**src/rtl/core/bmpd_pkg.sv**
```systemverilog
// ----------------------------------------------------------------------------
// bmpd_pkg : shared definitions for the bitmap byte stream decoder
// Result word kinds, header constants and the default dimension width.
// ----------------------------------------------------------------------------
`timescale 1ns / 1ps
`default_nettype none

package bmpd_pkg;

  // Default number of bits a width or height may use
  localparam int DIM_BITS_DEFAULT = 16;

  // Kind code of a result word
  typedef enum logic [1:0] {
    KIND_ACCEPT = 2'd0,
    KIND_PIXEL  = 2'd1,
    KIND_REJECT = 2'd2
  } kind_t;

  // Header layout and expected values
  localparam logic [4:0]  HDR_LAST    = 5'd25;
  localparam logic [31:0] HDR_LEN     = 32'd26;
  localparam logic [31:0] CORE_LEN    = 32'd12;
  localparam logic [15:0] PLANES_VAL  = 16'd1;
  localparam logic [15:0] BPP_VAL     = 16'd24;
  localparam logic [7:0]  SIG_FIRST   = 8'h42;  // 'B'
  localparam logic [7:0]  SIG_SECOND  = 8'h4D;  // 'M'

endpackage

`default_nettype wire

```
**src/rtl/core/bmp24_byte_stream_decoder_core.sv**
```systemverilog
// ----------------------------------------------------------------------------
// bmp24_byte_stream_decoder_core : 24-bit core-header bitmap byte decoder
// Checks the 26-byte header, reports accept or reject, then turns the
// blue/green/red byte triples into pixel words, bottom row first, skipping
// row padding.
// ----------------------------------------------------------------------------
//
//  channel  | handshake             | payload
//  ---------+-----------------------+--------------------------------------
//  input    | in_valid / in_stall   | data_byte
//  output   | out_valid / out_stall | kind, red, green, blue, column, row,
//           |                       | image_width, image_height, last_pixel
//
//  One byte is taken per cycle while in_stall is low; the decode is a single
//  register-to-register step; its result word appears in the next cycle.
//  A byte causes at most one result word, held in the output register.
//  in_stall is raised only while a result word waits and out_stall is high.
//  rst (synchronous) returns the decoder to the start of a header.
//
`timescale 1ns / 1ps
`default_nettype none

module bmp24_byte_stream_decoder_core #(
  parameter int DIM_BITS = bmpd_pkg::DIM_BITS_DEFAULT
) (
  input  wire logic        clk,
  input  wire logic        rst,
  input  wire logic        in_valid,
  output logic             in_stall,
  input  wire logic [7:0]  data_byte,
  output logic             out_valid,
  input  wire logic        out_stall,
  output logic [1:0]       kind,
  output logic [7:0]       red,
  output logic [7:0]       green,
  output logic [7:0]       blue,
  output logic [15:0]      column,
  output logic [15:0]      row,
  output logic [15:0]      image_width,
  output logic [15:0]      image_height,
  output logic             last_pixel
);

  import bmpd_pkg::*;

  // Header byte positions that finish a field
  localparam logic [4:0] HB_SIG_B  = 5'd0;
  localparam logic [4:0] HB_SIG_M  = 5'd1;
  localparam logic [4:0] HB_FSIZE  = 5'd5;
  localparam logic [4:0] HB_OFFSET = 5'd13;
  localparam logic [4:0] HB_CORE   = 5'd17;
  localparam logic [4:0] HB_WIDTH  = 5'd19;
  localparam logic [4:0] HB_HEIGHT = 5'd21;
  localparam logic [4:0] HB_PLANES = 5'd23;
  localparam logic [4:0] HB_BPP    = 5'd25;

  // Bits of a 16-bit dimension that may be set; all others must be clear
  localparam logic [15:0] DIM_MASK = 16'((32'd1 << DIM_BITS) - 32'd1);

  typedef enum logic [1:0] {
    PH_HEADER = 2'd0,
    PH_PIXEL  = 2'd1,
    PH_PAD    = 2'd2
  } phase_t;

  phase_t                phase, phase_next;
  logic [4:0]            hdr_count, hdr_count_next;
  logic                  hdr_good, hdr_good_next;
  logic [31:0]           field_acc, field_acc_next;
  logic [15:0]           width_store, width_store_next;
  logic [15:0]           height_store, height_store_next;
  logic [DIM_BITS-1:0]   column_count, column_count_next;
  logic [DIM_BITS-1:0]   current_row, current_row_next;
  logic [1:0]            byte_in_pixel, byte_in_pixel_next;
  logic [7:0]            held_blue, held_blue_next;
  logic [7:0]            held_green, held_green_next;
  logic [1:0]            padding_left, padding_left_next;

  logic                  in_take;
  logic                  res_valid;
  kind_t                 res_kind;
  logic [7:0]            res_red, res_green, res_blue;
  logic [15:0]           res_column, res_row, res_width, res_height;
  logic                  res_last;
  logic                  check_ok;
  logic                  good_upd;
  logic [DIM_BITS-1:0]   column_inc;
  logic                  row_done;

  // Handshake: take a byte unless a result word is stuck
  assign in_stall = out_valid & out_stall;
  assign in_take  = in_valid & ~in_stall;
  assign column_inc = column_count + 1'b1;
  assign row_done   = 16'(column_inc) >= width_store;

  // Next state and result word for the byte on data_byte
  always_comb begin
    phase_next         = phase;
    hdr_count_next     = hdr_count;
    hdr_good_next      = hdr_good;
    field_acc_next     = field_acc;
    width_store_next   = width_store;
    height_store_next  = height_store;
    column_count_next  = column_count;
    current_row_next   = current_row;
    byte_in_pixel_next = byte_in_pixel;
    held_blue_next     = held_blue;
    held_green_next    = held_green;
    padding_left_next  = padding_left;
    res_valid  = 1'b0;
    res_kind   = KIND_ACCEPT;
    res_red    = '0;
    res_green  = '0;
    res_blue   = '0;
    res_column = '0;
    res_row    = '0;
    res_width  = '0;
    res_height = '0;
    res_last   = 1'b0;
    check_ok   = 1'b1;
    good_upd   = hdr_good;

    unique case (phase)
      PH_PIXEL: begin
        unique case (byte_in_pixel)
          2'd0: begin
            held_blue_next     = data_byte;
            byte_in_pixel_next = 2'd1;
          end
          2'd1: begin
            held_green_next    = data_byte;
            byte_in_pixel_next = 2'd2;
          end
          default: begin
            byte_in_pixel_next = 2'd0;
            res_valid  = 1'b1;
            res_kind   = KIND_PIXEL;
            res_red    = data_byte;
            res_green  = held_green;
            res_blue   = held_blue;
            res_column = 16'(column_count);
            res_row    = 16'(current_row);
            column_count_next = column_inc;
            if (row_done) begin
              column_count_next = '0;
              res_last          = (current_row == '0);
              padding_left_next = width_store[1:0];
              if (width_store[1:0] != 2'd0) begin
                phase_next = PH_PAD;
              end else if (current_row == '0) begin
                phase_next     = PH_HEADER;
                hdr_count_next = '0;
                hdr_good_next  = 1'b1;
              end else begin
                current_row_next = current_row - 1'b1;
              end
            end
          end
        endcase
      end

      PH_PAD: begin
        padding_left_next = padding_left - 1'b1;
        if (padding_left == 2'd1) begin
          if (current_row == '0) begin
            phase_next     = PH_HEADER;
            hdr_count_next = '0;
            hdr_good_next  = 1'b1;
          end else begin
            current_row_next = current_row - 1'b1;
            phase_next       = PH_PIXEL;
          end
        end
      end

      // Header phase, also taken by the unused phase code
      default: begin
        phase_next     = PH_HEADER;
        field_acc_next = {data_byte, field_acc[31:8]};
        unique case (hdr_count)
          HB_SIG_B:  check_ok = (data_byte == SIG_FIRST);
          HB_SIG_M:  check_ok = (data_byte == SIG_SECOND);
          HB_FSIZE:  check_ok = (field_acc_next >= HDR_LEN);
          HB_OFFSET: check_ok = (field_acc_next == HDR_LEN);
          HB_CORE:   check_ok = (field_acc_next == CORE_LEN);
          HB_WIDTH:  width_store_next  = field_acc_next[31:16];
          HB_HEIGHT: height_store_next = field_acc_next[31:16];
          HB_PLANES: check_ok = (field_acc_next[31:16] == PLANES_VAL);
          HB_BPP:    check_ok = (field_acc_next[31:16] == BPP_VAL);
          default:   check_ok = 1'b1;
        endcase
        good_upd = hdr_good & check_ok;
        if (hdr_count != HDR_LAST) begin
          hdr_count_next = hdr_count + 1'b1;
          hdr_good_next  = good_upd;
        end else begin
          // Last header byte: verdict
          hdr_count_next = '0;
          hdr_good_next  = 1'b1;
          res_valid      = 1'b1;
          if (good_upd && ((width_store & ~DIM_MASK) == '0)
              && ((height_store & ~DIM_MASK) == '0)) begin
            res_kind   = KIND_ACCEPT;
            res_width  = width_store;
            res_height = height_store;
            if (width_store != '0 && height_store != '0) begin
              phase_next         = PH_PIXEL;
              current_row_next   = DIM_BITS'(height_store - 16'd1);
              column_count_next  = '0;
              byte_in_pixel_next = 2'd0;
              padding_left_next  = 2'd0;
            end
          end else begin
            res_kind = KIND_REJECT;
          end
        end
      end
    endcase
  end

  // Decoder state and output register
  always_ff @(posedge clk) begin
    if (rst) begin
      phase         <= PH_HEADER;
      hdr_count     <= '0;
      hdr_good      <= 1'b1;
      field_acc     <= '0;
      width_store   <= '0;
      height_store  <= '0;
      column_count  <= '0;
      current_row   <= '0;
      byte_in_pixel <= '0;
      held_blue     <= '0;
      held_green    <= '0;
      padding_left  <= '0;
      out_valid     <= 1'b0;
    end else begin
      if (in_take) begin
        phase         <= phase_next;
        hdr_count     <= hdr_count_next;
        hdr_good      <= hdr_good_next;
        field_acc     <= field_acc_next;
        width_store   <= width_store_next;
        height_store  <= height_store_next;
        column_count  <= column_count_next;
        current_row   <= current_row_next;
        byte_in_pixel <= byte_in_pixel_next;
        held_blue     <= held_blue_next;
        held_green    <= held_green_next;
        padding_left  <= padding_left_next;
      end
      if (in_take) begin
        out_valid <= res_valid;
      end else if (!out_stall) begin
        out_valid <= 1'b0;
      end
    end
  end

  // Result payload, loaded only when a word is produced
  always_ff @(posedge clk) begin
    if (in_take && res_valid) begin
      kind         <= res_kind;
      red          <= res_red;
      green        <= res_green;
      blue         <= res_blue;
      column       <= res_column;
      row          <= res_row;
      image_width  <= res_width;
      image_height <= res_height;
      last_pixel   <= res_last;
    end
  end

  // Checks
  a_reset_to_header: assert property (@(posedge clk)
    rst |=> (phase == PH_HEADER) && (hdr_count == '0) && !out_valid)
    else $error("decoder not at header start after reset");

  a_stall_only_when_full: assert property (@(posedge clk) disable iff (rst)
    in_stall |-> out_valid)
    else $error("input stalled with empty output register");

  a_last_is_bottom_pixel: assert property (@(posedge clk) disable iff (rst)
    (out_valid && last_pixel) |-> (kind == KIND_PIXEL) && (row == '0))
    else $error("last pixel flag on a word that is not the final pixel");

  a_pixel_byte_index: assert property (@(posedge clk) disable iff (rst)
    (phase == PH_PIXEL) |-> (byte_in_pixel != 2'd3))
    else $error("byte index within pixel out of range");

endmodule

`default_nettype wire

```
**config.mk**
```make
export PLATFORM = sky130hd
export DESIGN_NAME = bmp24_byte_stream_decoder_core
export DESIGN_NICKNAME = d
export VERILOG_FILES = /design/src/rtl/core/bmpd_pkg.sv /design/src/rtl/core/bmp24_byte_stream_decoder_core.sv
export SDC_FILE = /design/constraint.sdc
export NUM_CORES = 1
export LEC_CHECK = 0
export BUFFER_PORTS_ARGS = -buffer_cell sky130_fd_sc_hd__buf_2
export CAP_MARGIN = 20
export CELL_PAD_IN_SITES_DETAIL_PLACEMENT = 1
export CELL_PAD_IN_SITES_GLOBAL_PLACEMENT = 2
export CORE_MARGIN = 2
export CORE_UTILIZATION = 41
export CTS_CLUSTER_DIAMETER = 120
export CTS_CLUSTER_SIZE = 12
export DETAILED_ROUTE_END_ITERATION = 8
export PLACE_DENSITY_LB_ADDON = 0.1
export SYNTH_ARGS = -nofsm -noshare
export SYNTH_HDL_FRONTEND = slang
export SYNTH_SLANG_ARGS = --single-unit
```
**constraint.sdc**
```tcl
create_clock -name clk -period 17.83 [get_ports clk]
set_clock_uncertainty 0.05 [all_clocks]
set_input_delay 1.783 -clock clk [delete_from_list [all_inputs] [get_ports clk]]
set_output_delay 1.783 -clock clk [all_outputs]
set_load 0.02 [all_outputs]
```
==> results of run 1 <==
## sequential cells by signal, summed over array words and instances, names as in the netlist, 5 cells and up
name / cells
field_acc: 24
column: 16
column_count: 16
current_row: 16
height_store: 16
image_height: 16
image_width: 16
row: 16
width_store: 16
blue: 8
green: 8
held_blue: 8
held_green: 8
red: 8
hdr_count: 5
## layer usage
layer,up-vias,GRT usage,wire (um)
met5,-,0,0
met4,0,0.0395,363
met3,28,0.0257,1110
met2,138,0.355,12600
met1,3860,0.333,13400
li1,3698,-,-
## cell families after synthesis
| logic type | count (synthesis) | share of synthesized area |
|---|---|---|
| buf+inv | 94 | 0.0393 |
| simple gates | 403 | 0.215 |
| xor+xnor | 17 | 0.0153 |
| compound gates | 169 | 0.111 |
| flops | 208 | 0.521 |
| fa+ha+maj | 24 | 0.0308 |
| mux | 65 | 0.0668 |
## through the flow
step | hold WS [ns] | utilization | total power (W)
floorplan | 0.381 | - | 0.000590
global placement | 0.399 | 0.447 | 0.000620
detailed placement | 0.407 | 0.447 | 0.000620
CTS | 0.415 | 0.472 | 0.00103
global route | 0.438 | 0.474 | 0.00106
finish | 0.409 | 0.474 | 0.00102
## report_power, final
| group | switching (W) | internal (W) | total (W) |
|---|---|---|---|
| combinational | 0.0000651 | 0.0000325 | 0.0000976 |
| clock | 0.000186 | 0.000221 | 0.000407 |
| sequential | 0.0000116 | 0.000501 | 0.000512 |
| total | 0.000262 | 0.000755 | 0.00102 |
## critical path, stage by stage (launching register included)
cell	delay (ns)
sky130_fd_sc_hd__dfxtp_1	0.43
sky130_fd_sc_hd__ha_1	0.27
sky130_fd_sc_hd__and3_1	0.25
sky130_fd_sc_hd__and3_1	0.34
sky130_fd_sc_hd__nand3_1	0.13
sky130_fd_sc_hd__xnor2_1	0.28
sky130_fd_sc_hd__ha_1	0.32
sky130_fd_sc_hd__a21o_1	0.19
sky130_fd_sc_hd__a21oi_1	0.20
sky130_fd_sc_hd__nand3_1	0.15
sky130_fd_sc_hd__a21oi_1	0.23
sky130_fd_sc_hd__o21ai_0	0.14
sky130_fd_sc_hd__a21oi_1	0.70
sky130_fd_sc_hd__o311ai_0	0.28
sky130_fd_sc_hd__o21ai_0	0.13
## layout by cell type, fill, tap and decap left out, types with 4 or more instances in the layout
cell type / n
sky130_fd_sc_hd__dfxtp_1: 117
sky130_fd_sc_hd__buf_2: 103
sky130_fd_sc_hd__nor2_1: 95
sky130_fd_sc_hd__edfxtp_1: 91
sky130_fd_sc_hd__nand2_1: 87
sky130_fd_sc_hd__mux2i_1: 65
sky130_fd_sc_hd__and3_1: 61
sky130_fd_sc_hd__a21oi_1: 53
sky130_fd_sc_hd__o21ai_0: 40
sky130_fd_sc_hd__nor3_1: 39
sky130_fd_sc_hd__inv_1: 31
sky130_fd_sc_hd__and2_1: 22
sky130_fd_sc_hd__ha_1: 22
sky130_fd_sc_hd__clkbuf_16: 21
sky130_fd_sc_hd__o211ai_1: 18
sky130_fd_sc_hd__nor4_1: 16
sky130_fd_sc_hd__a31oi_1: 14
sky130_fd_sc_hd__clkbuf_1: 14
sky130_fd_sc_hd__nand3_1: 13
sky130_fd_sc_hd__nand4_1: 13
sky130_fd_sc_hd__nand4b_1: 13
sky130_fd_sc_hd__xor2_1: 9
sky130_fd_sc_hd__xnor2_1: 8
sky130_fd_sc_hd__a211oi_1: 8
sky130_fd_sc_hd__buf_4: 8
sky130_fd_sc_hd__nor2b_1: 7
sky130_fd_sc_hd__nor3b_1: 7
sky130_fd_sc_hd__nand2b_1: 5
sky130_fd_sc_hd__o21a_1: 5
sky130_fd_sc_hd__o31ai_1: 4
## worst paths after layout
path                                     start                    endpoint  slack (ns)  cells after the start
setup / recovery  column_count[0]$_SDFFE_PP0P_   hdr_count[3]$_SDFFE_PP0P_       13.67                     14
hold / removal      field_acc[15]$_SDFFE_PP0P_  field_acc[15]$_SDFFE_PP0P_        0.41                      2
setup reg to reg  column_count[0]$_SDFFE_PP0P_   hdr_count[3]$_SDFFE_PP0P_       13.67                     14
hold reg to reg     field_acc[15]$_SDFFE_PP0P_  field_acc[15]$_SDFFE_PP0P_        0.41                      2
## final cells by class
| class | count | share of cell area |
|---|---|---|
| Tap cell | 319 | 0.0360 |
| Inverter | 31 | 0.0105 |
| Clock inverter | 2 | 0.00158 |
| Sequential cell | 208 | 0.457 |
| Timing Repair Buffer | 113 | 0.0557 |
| Multi-Input combinational cell | 678 | 0.387 |
| Clock buffer | 35 | 0.0521 |
==> metrics.txt, run 1 <==
# TYPE chip_impl_metric gauge
chip_impl_info{name="netlist_top_cells_count",value="sky130_fd_sc_hd__dfxtp_1, sky130_fd_sc_hd__nor2_1, sky130_fd_sc_hd__edfxtp_1"} 1
chip_impl_metric{name="report.final.slew_viol_count",unit=""} 0
chip_impl_metric{name="timing.slew.headroom",unit=""} 0.304
chip_impl_metric{name="routed_wl",unit="mm"} 27.4
chip_impl_metric{name="grt_max_degree",unit=""} 72
chip_impl_metric{name="pre_cts_slack",unit="ns"} 12.84
chip_impl_metric{name="regArea",unit="um^2"} 5070
chip_impl_metric{name="drc_errors",unit=""} 0
chip_impl_info{name="grt_setup_unrepaired",value="no"} 1
chip_impl_metric{name="fmaxAchievable",unit="MHz"} 240
chip_impl_metric{name="synth-seq-area-share",unit=""} 0.521
chip_impl_info{name="run_status",value="finished, final reports clean"} 1
chip_impl_metric{name="avgViaCountPerCell",unit=""} 5.57
chip_impl_metric{name="start_util",unit=""} 0.416
chip_impl_metric{name="async_reset_ff_frac",unit=""} 0
chip_impl_info{name="yosysTopAreaCell",value="sky130_fd_sc_hd__edfxtp_1"} 1
chip_impl_metric{name="overflow",unit=""} 0
chip_impl_metric{name="final.fill_count",unit=""} 2726
chip_impl_metric{name="die_area",unit="um^2"} 25000
chip_impl_info{name="setup.worst_path.end_class",value="register"} 1
chip_impl_metric{name="report.final.setup_viol",unit=""} 0
chip_impl_metric{name="critical_path_required",unit="ns"} 18.22
chip_impl_info{name="startpoint_type",value="register"} 1
chip_impl_metric{name="drive_above_1_share",unit=""} 0.142
chip_impl_metric{name="final_net_count",unit=""} 1089
chip_impl_metric{name="power_density_normalized_to_cell_area",unit="nW/um^2"} 91.7
chip_impl_metric{name="yosys_warnings",unit=""} 0
chip_impl_metric{name="final.setup.worst_slack",unit="ns"} 13.67
chip_impl_metric{name="final_cell_area",unit="um^2"} 11100
chip_impl_metric{name="syn_area_per_cell",unit="um^2"} 9.94
chip_impl_metric{name="drt_pass1_iterations",unit=""} 4
chip_impl_metric{name="grt_pass1_wl",unit="mm"} 43.8
chip_impl_metric{name="worst-endpoint-arrival",unit="ns"} 4.55
chip_impl_info{name="worst_hold_path_type",value="reg2reg"} 1
chip_impl_metric{name="maxCapViolCount",unit=""} 0
chip_impl_metric{name="clk_pin_slew",unit="ns"} 0.07
chip_impl_metric{name="synth_top_area_share",unit=""} 0.281
chip_impl_metric{name="multi_input_comb_area",unit="um^2"} 4290
chip_impl_metric{name="finalSetupTns",unit="ns"} 0
chip_impl_info{name="clk_root_buffer_cell",value="sky130_fd_sc_hd__clkbuf_16"} 1
chip_impl_metric{name="synthCells",unit=""} 980
chip_impl_metric{name="synthesis.nets",unit=""} 1016
chip_impl_metric{name="clock_tree.htree_level_count",unit=""} 1
chip_impl_metric{name="insertedDiodeCount",unit=""} 0
chip_impl_metric{name="synth_enable_flop_cells",unit=""} 91
chip_impl_metric{name="placed_cells_incl_taps",unit=""} 1346
chip_impl_metric{name="floorplan.die.width",unit="um"} 158
chip_impl_metric{name="vias",unit=""} 7724
chip_impl_metric{name="antenna_found_initial",unit=""} 0
chip_impl_info{name="ys.flop_type",value="sky130_fd_sc_hd__dfxtp_1"} 1
chip_impl_metric{name="layout.cells.non_filler",unit=""} 1386
chip_impl_metric{name="top_level_ports",unit=""} 105
chip_impl_info{name="clock_tree_from_tritoncts",value="yes"} 1
chip_impl_metric{name="yosys.cell_types.count",unit=""} 64
chip_impl_info{name="post-synth-top-count-cell",value="sky130_fd_sc_hd__dfxtp_1"} 1
chip_impl_metric{name="drtIter0Drc",unit=""} 415
chip_impl_metric{name="port_buffers",unit=""} 104
chip_impl_metric{name="worst_slew_pin_slew",unit="ns"} 1.04
chip_impl_metric{name="postCtsHoldBufs",unit=""} 0
chip_impl_metric{name="groute.usage.overall",unit=""} 0.224
chip_impl_info{name="top_cells_by_area_synth",value="sky130_fd_sc_hd__edfxtp_1, sky130_fd_sc_hd__dfxtp_1, sky130_fd_sc_hd__mux2i_1"} 1
chip_impl_metric{name="dpl.hpwl",unit="mm"} 18.3
chip_impl_metric{name="clock_network_latency_to_the_later_pin_of_the_worst_skew_pair",unit="ns"} 0.51
chip_impl_metric{name="die_height",unit="um"} 158
chip_impl_metric{name="mappedNetlistArea",unit="um^2"} 9740
chip_impl_metric{name="clock_period_minus_final_worst_setup_slack",unit="ns"} 4.16
chip_impl_metric{name="crit_path_max_fanout",unit=""} 11
chip_impl_metric{name="leakagePower",unit="nW"} 4.51
chip_impl_metric{name="post_place_instance_area",unit="um^2"} 10500
chip_impl_metric{name="clockBufferDepth",unit=""} 3
chip_impl_metric{name="finalWeightedCongestion",unit=""} 0.819
chip_impl_metric{name="vias_in_the_first_global_route",unit=""} 7630
chip_impl_metric{name="core-area",unit="um^2"} 23400
chip_impl_metric{name="cts-buffers-inserted",unit=""} 21
chip_impl_metric{name="final_hold_viols",unit=""} 0
chip_impl_metric{name="final.period_utilization",unit=""} 0.233
chip_impl_metric{name="max_rail_drop_vdd",unit="mV"} 0.0565
chip_impl_info{name="critPathKind",value="reg2reg"} 1
chip_impl_metric{name="areaGrowthSynthToFinish",unit="%"} 14.0
chip_impl_metric{name="cts.sink_count",unit=""} 208
chip_impl_metric{name="detail-route-antenna-nets",unit=""} 0
chip_impl_metric{name="synth-seq-cells",unit=""} 208
chip_impl_metric{name="postCtsSetupBuffers",unit=""} 0
chip_impl_metric{name="wl_per_cell",unit="um"} 19.8
chip_impl_metric{name="cts-resized-gates",unit=""} 0
chip_impl_metric{name="placement_rows",unit=""} 56
Note: power is estimated with default switching activity, not from simulation.
==> inputs of run 2 (changes only) <==
Settings changed: CORE_UTILIZATION 41 to 34.
Clock period 17.83 ns to 3.7 ns, I/O delays scaled along.
==> metrics.txt, run 2 (synthesis results as in run 1) <==
# TYPE chip_impl_metric gauge
chip_impl_info{name="run_status",value="finished, final reports clean"} 1
chip_impl_metric{name="power_density_normalized_to_cell_area",unit="nW/um^2"} 433
chip_impl_metric{name="max_rail_drop_vdd",unit="mV"} 0.208
chip_impl_metric{name="dpl.hpwl",unit="mm"} 19.2
chip_impl_metric{name="grt_use_met1",unit=""} 0.273
chip_impl_metric{name="detail-route-antenna-nets",unit=""} 0
chip_impl_metric{name="grt.met2_usage",unit=""} 0.299
chip_impl_metric{name="max_incr_delay_on_cp",unit="ns"} 0.36
chip_impl_metric{name="overflow",unit=""} 0
chip_impl_metric{name="worst_hold_slack",unit="ns"} 0.166
chip_impl_info{name="most_common_library_cell_in_the_layout_ignoring_fill_and_taps",value="sky130_fd_sc_hd__dfxtp_1"} 1
chip_impl_metric{name="fmaxAchievable",unit="MHz"} 289
chip_impl_metric{name="grt_max_degree",unit=""} 86
chip_impl_info{name="critPathKind",value="reg2reg"} 1
chip_impl_info{name="grt_setup_unrepaired",value="no"} 1
chip_impl_metric{name="insertedDiodeCount",unit=""} 0
chip_impl_metric{name="largest_register_ffs",unit=""} 24
chip_impl_metric{name="clk_pin_slew",unit="ns"} 0.07
chip_impl_metric{name="timing.slew.headroom",unit=""} 0.360
chip_impl_metric{name="antenna_found_initial",unit=""} 0
chip_impl_metric{name="final.period_utilization",unit=""} 0.935
chip_impl_metric{name="critical_path_required",unit="ns"} 3.99
chip_impl_metric{name="gr_util_met3",unit=""} 0.0226
chip_impl_info{name="grt_busiest_layer",value="met2"} 1
chip_impl_metric{name="clock_tree.htree_level_count",unit=""} 1
chip_impl_metric{name="start_util",unit=""} 0.348
chip_impl_metric{name="grt_pass1_wl",unit="mm"} 45.1
chip_impl_metric{name="vias",unit=""} 7714
chip_impl_metric{name="report.final.slew_viol_count",unit=""} 0
chip_impl_metric{name="maxCapViolCount",unit=""} 0
chip_impl_metric{name="avgViaCountPerCell",unit=""} 5.25
chip_impl_metric{name="clock_network_latency_to_the_later_pin_of_the_worst_skew_pair",unit="ns"} 0.51
chip_impl_metric{name="worst-endpoint-arrival",unit="ns"} 3.75
chip_impl_metric{name="placement_rows",unit=""} 61
chip_impl_metric{name="routed_wl",unit="mm"} 28.5
chip_impl_metric{name="finalSetupTns",unit="ns"} 0
chip_impl_info{name="clk_root_buffer_cell",value="sky130_fd_sc_hd__clkbuf_16"} 1
chip_impl_info{name="clock_tree_from_tritoncts",value="yes"} 1
chip_impl_info{name="mostFrequentLayoutCells",value="sky130_fd_sc_hd__dfxtp_1, sky130_fd_sc_hd__buf_2, sky130_fd_sc_hd__nor2_1"} 1
chip_impl_metric{name="report.final.setup_viol",unit=""} 0
chip_impl_metric{name="top_level_ports",unit=""} 105
chip_impl_info{name="startpoint_type",value="register"} 1
chip_impl_metric{name="clock_period_minus_final_worst_setup_slack",unit="ns"} 3.46
chip_impl_metric{name="leakagePower",unit="nW"} 4.64
chip_impl_info{name="worst_hold_path_type",value="in2reg"} 1
chip_impl_metric{name="finalWeightedCongestion",unit=""} 0.774
chip_impl_metric{name="final_hold_viols",unit=""} 0
chip_impl_metric{name="clockBufferDepth",unit=""} 3
chip_impl_metric{name="final.fill_count",unit=""} 3170
chip_impl_metric{name="areaGrowthSynthToFinish",unit="%"} 16.9
chip_impl_info{name="crit_path_cell_trace",value="ha_2 > and3_1 > and3_1 > nand3_1 > xnor2_2 > ha_1 > a21o_1 > a21oi_1 > nand3_1 > a211oi_2 > nor3_2 > and2_1 > buf_12 > o211ai_1 > a31oi_1"} 1
chip_impl_info{name="setup.worst_path.end_class",value="register"} 1
chip_impl_metric{name="cts-buffers-inserted",unit=""} 21
chip_impl_metric{name="vias_in_the_first_global_route",unit=""} 7590
chip_impl_metric{name="groute.usage.overall",unit=""} 0.187
chip_impl_info{name="worst_path_max_delay_cell",value="sky130_fd_sc_hd__dfxtp_1"} 1
chip_impl_metric{name="port_buffers",unit=""} 104
chip_impl_metric{name="core-area",unit="um^2"} 28000
chip_impl_metric{name="wl_per_cell",unit="um"} 19.4
chip_impl_metric{name="drtIter0Drc",unit=""} 397
chip_impl_metric{name="worst_slew_pin_slew",unit="ns"} 0.960
chip_impl_metric{name="cts.sink_count",unit=""} 208
chip_impl_metric{name="final_net_count",unit=""} 1113
chip_impl_info{name="register_bank_with_the_most_flops",value="field_acc"} 1
chip_impl_metric{name="drive_above_1_share",unit=""} 0.171
chip_impl_metric{name="die_area",unit="um^2"} 30000
chip_impl_metric{name="floorplan.die.width",unit="um"} 173
chip_impl_metric{name="postCtsSetupBuffers",unit=""} 0
chip_impl_metric{name="crit_path_max_fanout",unit=""} 29
chip_impl_metric{name="drc_errors",unit=""} 0
chip_impl_metric{name="die_height",unit="um"} 173
chip_impl_metric{name="drt_pass1_iterations",unit=""} 4
## run 2: cell count changes in the layout (fill, tap and decap cells not counted), moves of 2 or more
cell,previous run,this run
sky130_fd_sc_hd__buf_12,0,2
sky130_fd_sc_hd__nor3_1,39,37
sky130_fd_sc_hd__dfxtp_2,0,2
sky130_fd_sc_hd__xnor2_2,0,2
sky130_fd_sc_hd__nor3_2,3,5
sky130_fd_sc_hd__xnor2_1,8,6
sky130_fd_sc_hd__dfxtp_1,117,115
sky130_fd_sc_hd__buf_4,8,32
## run 2: critical path: cells and delay by family, from the launching register on
| kind | cells | cell delay [ns] |
|---|---|---|
| and+or+nand+nor | 6 | 1.01 |
| AOI/OAI and AO/OA | 5 | 0.95 |
| adders and majority gates | 2 | 0.52 |
| DFF | 1 | 0.36 |
| xor gates and xnor gates | 1 | 0.22 |
| buffers and inverters | 1 | 0.17 |
## run 2: per-layer routing
layer | vias to the layer above | share of wire
li1 | 3745 | -
met1 | 3824 | 0.49
met2 | 113 | 0.46
met3 | 32 | 0.028
met4 | 0 | 0.019
met5 | - | 0
## run 2: stage by stage
stage	cell area [um^2]	total power [W]	setup WS [ns]	std cells	util
floorplan	9750	0.00284	0.0756	980	-
global placement	10800	0.00302	0.0877	1432	0.384
detailed placement	10800	0.00302	0.0146	1432	0.384
CTS	11300	0.00501	0.0459	1468	0.405
global route	11400	0.00515	0.0114	1468	0.407
finish	11400	0.00494	0.242	1468	0.407
## run 2: final cells by class
| cell class | count | area, um^2 | share of cell area |
|---|---|---|---|
| clock buffer | 34 | 574 | 0.0504 |
| clock inverter | 2 | 17.5 | 0.00154 |
| inverter | 31 | 116 | 0.0102 |
| multi-input combinational | 678 | 4330 | 0.381 |
| sequential | 208 | 5080 | 0.446 |
| tap | 378 | 473 | 0.0415 |
| timing repair buffer | 137 | 796 | 0.0699 |
## run 2: timing repair
action,in CTS,in global routing
gates resized for setup,1,10
setup endpoints to repair,2,34
hold buffers,0,0
## run 2: worst paths after layout
kind              depth (start not counted)                    startpoint                           end  slack [ns]
setup / recovery                         15  column_count[1]$_SDFFE_PP0P_  current_row[14]$_SDFFE_PP0P_        0.24
hold / removal                            3                  data_byte[7]    field_acc[31]$_SDFFE_PP0P_        0.17
setup reg to reg                         15  column_count[1]$_SDFFE_PP0P_  current_row[14]$_SDFFE_PP0P_        0.24
hold reg to reg                           2    field_acc[14]$_SDFFE_PP0P_    field_acc[14]$_SDFFE_PP0P_        0.40
## run 2: power breakdown
part	switching (W)	internal, W	leakage [nW]
sequential	0.0000559	0.00241	1.79
clock	0.000901	0.00106	0.283
combinational	0.000332	0.000171	2.57
==> inputs of run 3 (changes only) <==
Settings changed: PLACE_DENSITY from default to 0.79, PLACE_DENSITY_LB_ADDON 0.1 to default, SETUP_SLACK_MARGIN from default to 0.5.
==> metrics.txt, run 3 (synthesis results as in run 1) <==
# TYPE chip_impl_metric gauge
chip_impl_info{name="critPathKind",value="reg2reg"} 1
chip_impl_metric{name="postCtsHoldBufs",unit=""} 0
chip_impl_metric{name="worst_slew_pin_slew",unit="ns"} 0.865
chip_impl_info{name="clk_root_buffer_cell",value="sky130_fd_sc_hd__clkbuf_16"} 1
chip_impl_info{name="crit_top_cell",value="sky130_fd_sc_hd__and3_4"} 1
chip_impl_metric{name="vias_in_the_first_global_route",unit=""} 7756
chip_impl_metric{name="dpl.hpwl",unit="mm"} 19.0
chip_impl_info{name="setup.worst_path.end_class",value="register"} 1
chip_impl_metric{name="worst-endpoint-arrival",unit="ns"} 3.72
chip_impl_metric{name="detail-route-antenna-nets",unit=""} 0
chip_impl_metric{name="max_rail_drop_vdd",unit="mV"} 0.266
chip_impl_metric{name="final_net_count",unit=""} 1121
chip_impl_metric{name="largest_register_ffs",unit=""} 24
chip_impl_metric{name="avgViaCountPerCell",unit=""} 5.27
chip_impl_info{name="crit_path_cell_trace",value="and3_4 > and3_4 > buf_6 > and3_4 > nand3_4 > xnor2_4 > ha_4 > o2111ai_1 > a211o_1 > nor2b_4 > nor3_4 > and2_4 > clkbuf_16 > nand4b_1 > a31oi_1"} 1
chip_impl_metric{name="power_density_normalized_to_cell_area",unit="nW/um^2"} 420
chip_impl_info{name="most_common_library_cell_in_the_layout_ignoring_fill_and_taps",value="sky130_fd_sc_hd__dfxtp_1"} 1
chip_impl_metric{name="clock_tree.htree_level_count",unit=""} 1
chip_impl_info{name="startpoint_type",value="register"} 1
chip_impl_info{name="run_status",value="finished, final reports clean"} 1
chip_impl_metric{name="clock_period_minus_final_worst_setup_slack",unit="ns"} 3.36
chip_impl_metric{name="vias",unit=""} 7779
chip_impl_metric{name="overflow",unit=""} 0
chip_impl_metric{name="start_util",unit=""} 0.348
chip_impl_metric{name="maxCapViolCount",unit=""} 0
chip_impl_metric{name="report.final.slew_viol_count",unit=""} 0
chip_impl_metric{name="leakagePower",unit="nW"} 4.72
chip_impl_metric{name="grt_pass1_wl",unit="mm"} 44.1
chip_impl_metric{name="drc_errors",unit=""} 0
chip_impl_metric{name="final.period_utilization",unit=""} 0.908
chip_impl_info{name="kind_of_cell_adding_the_most_delay_to_the_critical_path",value="simple AND/OR/NAND/NOR gates"} 1
chip_impl_metric{name="reg2regPathDepth",unit=""} 15
chip_impl_metric{name="finalWeightedCongestion",unit=""} 0.808
chip_impl_metric{name="antenna_found_initial",unit=""} 0
chip_impl_metric{name="timing.slew.headroom",unit=""} 0.423
chip_impl_info{name="worst_path_max_delay_cell",value="sky130_fd_sc_hd__dfxtp_4"} 1
chip_impl_metric{name="drive_above_1_share",unit=""} 0.219
chip_impl_metric{name="routed_wl",unit="mm"} 28.5
chip_impl_metric{name="hold_path_depth",unit=""} 3
chip_impl_metric{name="final_cell_area",unit="um^2"} 11700
chip_impl_metric{name="top_level_ports",unit=""} 105
chip_impl_metric{name="critical_path_required",unit="ns"} 4.06
chip_impl_metric{name="crit_path_max_fanout",unit=""} 7
chip_impl_metric{name="drt_pass1_iterations",unit=""} 4
chip_impl_metric{name="areaGrowthSynthToFinish",unit="%"} 20.7
chip_impl_info{name="register_bank_with_the_most_flops",value="field_acc"} 1
chip_impl_info{name="mostFrequentLayoutCells",value="sky130_fd_sc_hd__dfxtp_1, sky130_fd_sc_hd__buf_2, sky130_fd_sc_hd__nor2_1"} 1
chip_impl_metric{name="clk_pin_slew",unit="ns"} 0.07
chip_impl_metric{name="wl_per_cell",unit="um"} 19.3
chip_impl_metric{name="clock_network_latency_to_the_later_pin_of_the_worst_skew_pair",unit="ns"} 0.52
chip_impl_metric{name="die_area",unit="um^2"} 30000
chip_impl_metric{name="insertedDiodeCount",unit=""} 0
chip_impl_metric{name="drtIter0Drc",unit=""} 451
chip_impl_metric{name="clockBufferDepth",unit=""} 3
chip_impl_info{name="worst_hold_path_type",value="in2reg"} 1
chip_impl_metric{name="finalSetupTns",unit="ns"} 0
chip_impl_metric{name="core-area",unit="um^2"} 28000
chip_impl_metric{name="cts-buffers-inserted",unit=""} 21
chip_impl_metric{name="max_incr_delay_on_cp",unit="ns"} 0.37
chip_impl_metric{name="fmaxAchievable",unit="MHz"} 298
chip_impl_metric{name="die_height",unit="um"} 173
chip_impl_metric{name="placement_rows",unit=""} 61
chip_impl_metric{name="report.final.setup_viol",unit=""} 0
chip_impl_metric{name="port_buffers",unit=""} 104
chip_impl_metric{name="groute.usage.overall",unit=""} 0.182
chip_impl_metric{name="cts.sink_count",unit=""} 208
chip_impl_metric{name="final_hold_viols",unit=""} 0
chip_impl_metric{name="cp.buffers_inverters",unit=""} 2
chip_impl_info{name="grt_setup_unrepaired",value="yes"} 1
chip_impl_info{name="clock_tree_from_tritoncts",value="yes"} 1
chip_impl_metric{name="cp.depth",unit=""} 15
chip_impl_metric{name="post_place_instance_area",unit="um^2"} 10700
chip_impl_metric{name="floorplan.die.width",unit="um"} 173
chip_impl_metric{name="grt_max_degree",unit=""} 80
-- run 3: changes by cell type in the layout (fill, tap and decap cells not counted), moves of 5 or more --
cell,previous run,this run
sky130_fd_sc_hd__dfxtp_1,115,109
sky130_fd_sc_hd__and3_4,0,5
sky130_fd_sc_hd__buf_6,0,6
sky130_fd_sc_hd__a21oi_2,0,7
sky130_fd_sc_hd__nand3_1,13,8
sky130_fd_sc_hd__a21oi_1,53,46
sky130_fd_sc_hd__and3_1,61,56
sky130_fd_sc_hd__o21ai_0,39,33
-- run 3: report_power, final --
part | leakage, nW | internal (W) | switching (W)
registers | 1.79 | 0.00241 | 0.0000560
logic | 2.64 | 0.000190 | 0.000335
clock network | 0.282 | 0.00106 | 0.000880
total | 4.72 | 0.00366 | 0.00127
-- run 3: area by class of cell --
cell class,instances,area [um^2]
fillers,3183,16300
clock buffers,33,571
clock inverters,2,17.5
inverters,31,116
well taps,378,473
repair buffers,145,911
flip-flops and latches,208,5090
multi-input cells,678,4570
-- run 3: metal layers --
| metal | vias up | track usage | routed length [um] |
|---|---|---|---|
| met5 | - | 0 | 0 |
| met4 | 0 | 0.0371 | 433 |
| met3 | 30 | 0.0250 | 1060 |
| met2 | 131 | 0.309 | 13800 |
| met1 | 3862 | 0.249 | 13300 |
| li1 | 3756 | - | - |
-- run 3: final timing paths --
path | from | end | slack (ns)
worst max-delay path | column_count[0]$_SDFFE_PP0P_ | current_row[4]$_SDFFE_PP0P_ | 0.34
worst min-delay path | data_byte[7] | field_acc[31]$_SDFFE_PP0P_ | 0.16
worst max register to register | column_count[0]$_SDFFE_PP0P_ | current_row[4]$_SDFFE_PP0P_ | 0.34
worst min register to register | field_acc[20]$_SDFFE_PP0P_ | field_acc[12]$_SDFFE_PP0P_ | 0.40
-- run 3: repair_timing --
item	in CTS	in global routing
setup endpoints to repair	42	41
pin swaps	8	34
endpoints found under the hold margin	0	0
resized for setup	29	46
gates cloned	0	3
setup buffers	5	9
-- run 3: tightest hold or removal path: cells and delay by family --
family | cells | cell delay (ns)
and+or+nand+nor | 1 | 0.07
AOI/OAI and AO/OA | 1 | 0.05
buffers and inverters | 1 | 0.16
-- run 3: through the flow --
| stage | power [W] | util | cells | hold WS, ns | worst slack, ns |
|---|---|---|---|---|---|
| after floorplan | 0.00286 | - | 980 | 0.381 | 0.503 |
| after global placement | 0.00300 | 0.382 | 1423 | 0.390 | 0.221 |
| after detailed placement | 0.00302 | 0.382 | 1423 | 0.401 | 0.116 |
| after CTS | 0.00498 | 0.409 | 1463 | 0.144 | 0.400 |
| after global routing | 0.00514 | 0.419 | 1475 | 0.153 | 0.209 |
| final | 0.00493 | 0.419 | 1475 | 0.156 | 0.340 |
